## src/sv/lz78_pkg.sv

```systemverilog
// Shared types and constants for the LZ78 phrase decoder.
// Used by every module of the block but lz78_ram; depends on nothing else.
`timescale 1ns / 1ps

package lz78_pkg;

  // Dictionary and phrase limits.
  localparam int DICT_DEPTH = 4096;
  localparam int MAX_PHRASE = 64;

  // Field widths of the channels.
  localparam int INDEX_W = 16;
  localparam int BYTE_W  = 8;

  // Derived widths.
  localparam int LINK_W   = $clog2(DICT_DEPTH + 1);  // entry number 0..DICT_DEPTH
  localparam int ADDR_W   = $clog2(DICT_DEPTH);      // dictionary RAM address
  localparam int LEN_W    = $clog2(MAX_PHRASE + 1);  // phrase length 0..MAX_PHRASE
  localparam int STACK_AW = $clog2(MAX_PHRASE);      // phrase stack address

  // Queue between front and back.
  localparam int FQ_DEPTH = 2;
  localparam int FQ_PTR_W = $clog2(FQ_DEPTH);
  localparam int FQ_CNT_W = $clog2(FQ_DEPTH + 1);

  // Result queue.
  localparam int OUT_DEPTH = 4;
  localparam int OUT_PTR_W = $clog2(OUT_DEPTH);
  localparam int OUT_CNT_W = $clog2(OUT_DEPTH + 1);

  // Result status codes.
  typedef enum logic [1:0] {
    STATUS_OK        = 2'd0,
    STATUS_BAD_INDEX = 2'd1,
    STATUS_TOO_LONG  = 2'd2
  } status_t;

  // Classified code pair handed from front to back.
  typedef struct packed {
    logic              beyond;     // index above any possible entry
    logic [LINK_W-1:0] idx;
    logic [BYTE_W-1:0] new_byte;
  } q_item_t;

  // One dictionary entry.
  typedef struct packed {
    logic [LINK_W-1:0] link;
    logic [BYTE_W-1:0] data_byte;
    logic [LEN_W-1:0]  len;
  } dict_entry_t;

  // One result waiting in the output queue.
  typedef struct packed {
    logic [BYTE_W-1:0] data_byte;
    logic              last;
    status_t           status;
  } out_item_t;

  // Back-end sequencer states.
  typedef enum logic [2:0] {
    ST_LOOKUP,
    ST_LENGTH,
    ST_WALK,
    ST_COMMIT,
    ST_EMIT
  } back_state_t;

endpackage

```

## src/sv/lz78_front.sv

```systemverilog
// Front end: accepts code pairs, classifies the index and queues them for the back end.
// Depends on lz78_pkg.
`timescale 1ns / 1ps

module lz78_front (
  input  logic                           clk,
  input  logic                           rst,
  input  logic                           push,
  output logic                           full,
  input  logic [lz78_pkg::INDEX_W-1:0]   phrase_index,
  input  logic [lz78_pkg::BYTE_W-1:0]    new_byte,
  output logic                           q_valid,
  output lz78_pkg::q_item_t              q_item,
  input  logic                           q_pop
);

  lz78_pkg::q_item_t                   fq_mem [lz78_pkg::FQ_DEPTH];
  logic [lz78_pkg::FQ_PTR_W-1:0]       wptr;
  logic [lz78_pkg::FQ_PTR_W-1:0]       rptr;
  logic [lz78_pkg::FQ_CNT_W-1:0]       count;
  logic                                in_xfer;
  logic                                out_xfer;
  lz78_pkg::q_item_t                   classified;

  assign full     = (count == lz78_pkg::FQ_CNT_W'(lz78_pkg::FQ_DEPTH));
  assign q_valid  = (count != '0);
  assign q_item   = fq_mem[rptr];
  assign in_xfer  = push && !full;
  assign out_xfer = q_pop && q_valid;

  // An index above the dictionary size can never name an entry.
  always_comb begin
    classified.beyond   = (phrase_index >
                           lz78_pkg::INDEX_W'(lz78_pkg::DICT_DEPTH));
    classified.idx      = phrase_index[lz78_pkg::LINK_W-1:0];
    classified.new_byte = new_byte;
  end

  // Queue storage.
  always_ff @(posedge clk) begin
    if (in_xfer) begin
      fq_mem[wptr] <= classified;
    end
  end

  // Queue pointers and fill count.
  always_ff @(posedge clk) begin
    if (rst) begin
      wptr  <= '0;
      rptr  <= '0;
      count <= '0;
    end else begin
      if (in_xfer) begin
        wptr <= (wptr == lz78_pkg::FQ_PTR_W'(lz78_pkg::FQ_DEPTH - 1)) ? '0 : wptr + 1'b1;
      end
      if (out_xfer) begin
        rptr <= (rptr == lz78_pkg::FQ_PTR_W'(lz78_pkg::FQ_DEPTH - 1)) ? '0 : rptr + 1'b1;
      end
      count <= count + lz78_pkg::FQ_CNT_W'(in_xfer) - lz78_pkg::FQ_CNT_W'(out_xfer);
    end
  end

endmodule

```

## config.mk

```make
export PLATFORM = sky130hd
export DESIGN_NAME = lz78_front
export DESIGN_NICKNAME = d
export VERILOG_FILES = /design/src/sv/lz78_pkg.sv /design/src/sv/lz78_front.sv
export SDC_FILE = /design/constraint.sdc
export NUM_CORES = 1
export LEC_CHECK = 0
export BUFFER_PORTS_ARGS = -buffer_cell sky130_fd_sc_hd__buf_2
export CORE_MARGIN = 2
export CORE_UTILIZATION = 49
export CTS_BUF_LIST = sky130_fd_sc_hd__clkbuf_8
export DETAILED_ROUTE_END_ITERATION = 16
export PLACE_DENSITY = 0.76
export SLEW_MARGIN = 20
export SYNTH_ARGS = -nofsm -noshare
export SYNTH_HDL_FRONTEND = slang
export SYNTH_SLANG_ARGS = --single-unit
```

## constraint.sdc

```tcl
create_clock -name clk -period 4.1 [get_ports clk]
set_input_delay 0 -clock clk [delete_from_list [all_inputs] [get_ports clk]]
set_output_delay 0 -clock clk [all_outputs]
set_load 0.02 [all_outputs]
```

# ---- Yosys cells after proc, flatten, opt, wreduce, memory -nomap -nowiden
# Memories as Yosys holds them, arrays and structs flattened. A register that Yosys moved wholly into a read port is not among the register bits.
# Index checks and enable logic that the tools add are counted.
dict set report word_totals {
  mem_bits_rw 44
  reg_bits 4
  word_cells 20
  romBits 0
  input_bits 28
  out_inout_bits 24
  n_memories 1
  latchBits 0
}
# memory words word_bits rd rd_clocked_by_memory_dff wr line_no
set memory_table {}
lappend memory_table {fq_mem 2 22 1 1 1 lz78_front.sv:17} ;# lz78_pkg::q_item_t fq_mem [lz78_pkg::FQ_DEPTH];
dict set report classes {
  n_mux 6
  mul 0
  shifts 0
  add_sub_neg 4
  n_lt_le_gt_ge 1
  div_mod_pow 0
  reduce_logical 4
  n_bitwise 0
  n_eq_ne 1
}
# cell count
set op_table {}
lappend op_table {{$gt 16x13->1 const B} 1}
lappend op_table {{$mux 1} 6}
lappend op_table {{$add 1x1->1 const B} 2}
lappend op_table {{$add 2x1->2} 1}
lappend op_table {{$eq 2x2->1 const B} 1}
lappend op_table {{$logic_and 1x1->1} 2}
lappend op_table {{$reduce_bool 2->1} 1}
lappend op_table {{$sub 2x1->2} 1}
lappend op_table {{$logic_not 1->1} 1}

# ---- Depth between registers and ports, before layout
dict set report logic_depth {
  depth_word 5
  ltp_mapped 8
  depth_no_buf 8
}

# ---- Worst setup path before layout
# Ideal clock, no wire load.
dict set report synth_path {
  path_type {flip-flop to flip-flop}
  from {register count[0] (netlist bit)}
  to {memory fq_mem[0][0] (netlist bit) (enable)}
  n_path_buf 0
  stages_incl_launch_ff 5
  path_slack_ns 2.343
  setup_ns 0.377
  t_required_ns 3.723
  synth_period_minus_slack_ns 1.757
  arrival_ns 1.380
  cell_sequence {dfxtp_1 -> nand2b_1 -> inv_1 -> or3_1 -> inv_1}
}
dict set report synth_between {
  elab_chain_len 5
}
# item line_no
set synth_lines {}
lappend synth_lines {{start: declaration} lz78_front.sv:20} ;# logic [lz78_pkg::FQ_CNT_W-1:0] count;
lappend synth_lines {{start signal: assignment} lz78_front.sv:59} ;# count <= count + lz78_pkg::FQ_CNT_W'(in_xfer) - lz78_pkg::FQ_CNT_W'(out_xfer);
lappend synth_lines {{$eq 2x2->1} lz78_front.sv:25} ;# assign full = (count == lz78_pkg::FQ_CNT_W'(lz78_pkg::FQ_DEPTH));
lappend synth_lines {{net full} lz78_front.sv:9} ;# output logic full,
lappend synth_lines {{$logic_not 1->1} lz78_front.sv:28} ;# assign in_xfer = push && !full;
lappend synth_lines {{$logic_and 1x1->1} lz78_front.sv:28}
lappend synth_lines {{$mux 1} lz78_front.sv:41} ;# if (in_xfer) begin
lappend synth_lines {{$mux 1 (not written as such)} lz78_front.sv:42} ;# fq_mem[wptr] <= classified;
lappend synth_lines {{end: declaration} lz78_front.sv:17}
# The timed path passes the listed nets, and every way through them passes these cells.

==> parameters.txt <==
Parameter                              Value

Cells and area
  Share of cells above drive strength 1 ... 44.2%
  Area overhead of the layout relative to synthesis ... 35.3%
  ANT cells ... 0
  Final net count ... 210

Floorplan
  Height of the die ... 65.4 um
  Starting Density ... 50.8%
  Placeable core area ... 3630 um^2
  Width of the die ... 65.4 um
  Std cell rows ... 22
  Io pins ... 52
  Die Footprint ... 4280 um^2

STA
  Worst Max-Slew Pin Slew ... 1.00 ns
  Part of the cycle the worst path needs ... 52.3%
  Unrepaired setup endpoints after global routing ... false
  Final setup fails ... 0
  Worst relative slew slack ... 33.0%
  F_max ... 467 MHz
  Final min period ... 2.14 ns
  Number of hold-slack violations in the final timing report ... 0
  Worst Setup Slack, final ... 1.96 ns
  Largest clock skew in the final design ... 0.00649 ns
  Fin. max-slew vios ... 0
  Hold Worst Slack ... 0.124 ns
  Sum of negative setup slack ... 0 ns

Synthesis
  Netlist cell types ... 23
  Largest family of logic cells by synthesized area ... multiplexers
  Top cells by area in the synthesized netlist ... edfxtp_1 72%, mux2_2 13%, dfxtp_1 5.4%
  Fraction of the yosys area taken by sequential cells ... 77.0%
  Synthesized flop and latch total ... 49
  Post-synth top area cell ... edfxtp_1
  Post-Syn Instances ... 100
  Mux contribution to synthesized area ... 13.4%
  Area share of xor/xnor cells in the synthesized design ... 0.949%
  Fraction of the mapped netlist area in simple logic gates ... 4.40%
  Fraction of the mapped netlist area in adder cells ... 1.36%
  Cell Area, Synth ... 1850 um^2
  Post-synth top area share ... 71.5%
  Average cell area after synthesis ... 18.5 um^2
  Fraction of the mapped netlist area in compound gates ... 1.56%
  Number of warnings printed during yosys synthesis ... 0
  Post-Synthesis Net Count ... 130

Clock tree
  H-tree depth ... 2
  Number of sinks handled by clock tree synthesis ... 49
  CTS root buf ... clkbuf_8
  Clock latency of the later-clocked register in the worst-skew pair ... 0.30 ns
  Post-CTS Setup Inserts ... 0
  CTS clock-pin slew for the worst setup and hold paths ... 0.08 ns
  CTS tree ... built
  Cts bufs inserted ... 5
  Bufs on Longest Clock Path ... 2

Detailed routing
  Vias ... 1126
  Number of DRC markers after the initial detailed-route iteration ... 24
  Antenna Violating Nets Remaining ... 0
  Remaining design rule violation count ... 0
  Per-cell routed wire length ... 14.1 um
  Avg Vias per Cell ... 4.92
  Detailed Route WL ... 3230 um
  Pre-antenna DRT Iters ... 4

Global route
  Total global routing track utilization ... 16.3%
  Largest net degree at the start of global routing ... 23
  Global-route wire length before repair ... 5040 um
  Antenna violations before repair ... 0
  Vias in the first global route ... 1130
  Overflow after GRT ... 0

Worst setup path
  Arr. time, crit path ... 2.19 ns
  Critical path, cell by cell ... dlygate4sd3_1, buf_2, nor4_1, nand3_1, a2111o_1, dlygate4sd3_1
  WP buf/inv ... 3
  Crit. Startpoint ... phrase_index[7]
  Cell repeated most along the worst path ... dlygate4sd3_1
  Cell family with most CP delay ... buffers and inverters
  Largest fanout on the critical path ... 3
  Data required time at the worst endpoint ... 4.14 ns
  Launching element type of the critical path ... input pin
  Cell type of the slowest stage on the worst timing path ... dlygate4sd3_1
  Setup crit end kind ... flop
  Launching point of the worst reg2reg path ... count[0]$_SDFF_PP0_
  Classification of the worst setup path ... input pin to flop
  Critical Path Max Stage Delay ... 0.57 ns

Flow run
  Count of max-cap constraint violations ... 0

Power
  Static Leakage ... 0.974 nW
  Psw ... 432 uW
  Part of the total power dissipated in combinational logic ... 29.9%
  Power per standard cell area ... 577 nW/um^2
  Portion of total power attributed to the clock network ... 22.1%
  Highest ir drop seen on vdd ... 0.000382 V
  Switching power share of the total ... 30.0%
  Internal cell power ... 1.01 mW
  Sequential Power Share ... 47.9%

Placed design
  Placer Congestion ... 0.700
  Final HPWL from detailed placement ... 2130 um
  Setup slack after placement ... 2.15 ns
  Number of buffers inserted by port buffering ... 51

Worst hold path
  Source of the worst hold timing path ... push
  Worst Hold Class ... input pin to flop

Status
  Outcome ... complete, no violations
==> per-layer routing <==
metal	GRT usage [%]	routed length, um	up-vias
li1	-	-	541
met5	0	0	-
met1	18.3	1270	535
met2	27.6	1710	44
met3	5.99	205	6
met4	8.07	51	0
==> cells in the final DEF (no fill, tap or decap), types with 2 or more instances in the layout <==
cell type      instances
mux2_2                22
edfxtp_1              44
dfxtp_1                5
buf_2                 51
nor2_1                 3
ha_1                   2
dlygate4sd3_1         24
inv_1                  5
nor4_1                 3
clkbuf_8               5
==> worst paths after layout <==
check,endpoint,cells past startpoint,slack (ns)
max reg2reg,fq_mem[0][6]$_DFFE_PP_,4,2.14
min reg2reg,wptr$_SDFFE_PP0P_,2,0.52
max,fq_mem[0][21]$_DFFE_PP_,6,1.96
min,wptr$_SDFFE_PP0P_,4,0.12
==> worst min-delay path, delay by kind of cell <==
family / cells / cell delay [ns]
AOI/OAI and AO/OA: 1 / 0.07
and+or+nand+nor: 1 / 0.12
buffers and inverters: 2 / 0.17
==> cells by family after synthesis <==
| kind of cell | after synthesis |
|---|---|
| AO/OA/AOI/OAI | 4 |
| XOR/XNOR | 2 |
| adder cells (fa/ha/maj) | 2 |
| buffers and inverters | 6 |
| flip-flops | 49 |
| multiplexers | 22 |
| AND/OR/NAND/NOR | 15 |
==> per-stage QoR <==
stage	power, mW	utilization [%]	area [um^2]	cells
2_1_floorplan	0.987	-	1850	100
3_3_place_gp	1.11	59.2	2150	197
3_5_place_dp	1.12	59.2	2150	197
4_1_cts	1.46	68.8	2500	229
5_1_grt	1.52	68.8	2500	229
6_report	1.44	68.8	2500	229
==> synth_stat cells <==
cell type and number:
nor2_1 3, edfxtp_1 44, ha_1 2, xor2_1 1, o21a_1 1, or2_2 1, nand3_1 1, nand2b_1 1
inv_1 4, dfxtp_1 5, xnor2_1 1, and3_1 1, nor4_1 3, a2111o_1 1, nand2_1 1, o21ai_0 1
or3_1 1, buf_2 2, a21oi_1 1, and2_1 1, nor2b_1 1, mux2_2 22, nor3_1 1
==> power by group through the flow <==
stage	clock network, mW	registers [mW]	logic [mW]
floorplan	0	0.668	0.319
global placement	0	0.700	0.406
detailed placement	0	0.704	0.417
CTS	0.328	0.693	0.436
global route	0.351	0.705	0.467
finish	0.319	0.690	0.431
==> sequential cells by signal (all words and copies together) (netlist names), named ones only <==
| name | count |
|---|---|
| fq_mem | 44 |
| count | 2 |
| rptr | 1 |
| wptr | 1 |
==> area by class of cell <==
cell class              instances  area [um^2]
clock buffers                   5         68.8
clock inverters                 3         37.5
fillers                       270         1130
inverters                       4         15.0
multi-input cells              45          400
flip-flops and latches         49         1420
well taps                      48         60.1
repair buffers                 75          495
==> what timing repair did <==
item                                   CTS  global route
gates resized for setup                  0             0
hold buffers                            24             0
endpoints found under the hold margin   49             0
Note: power is estimated with default switching activity, not from simulation.
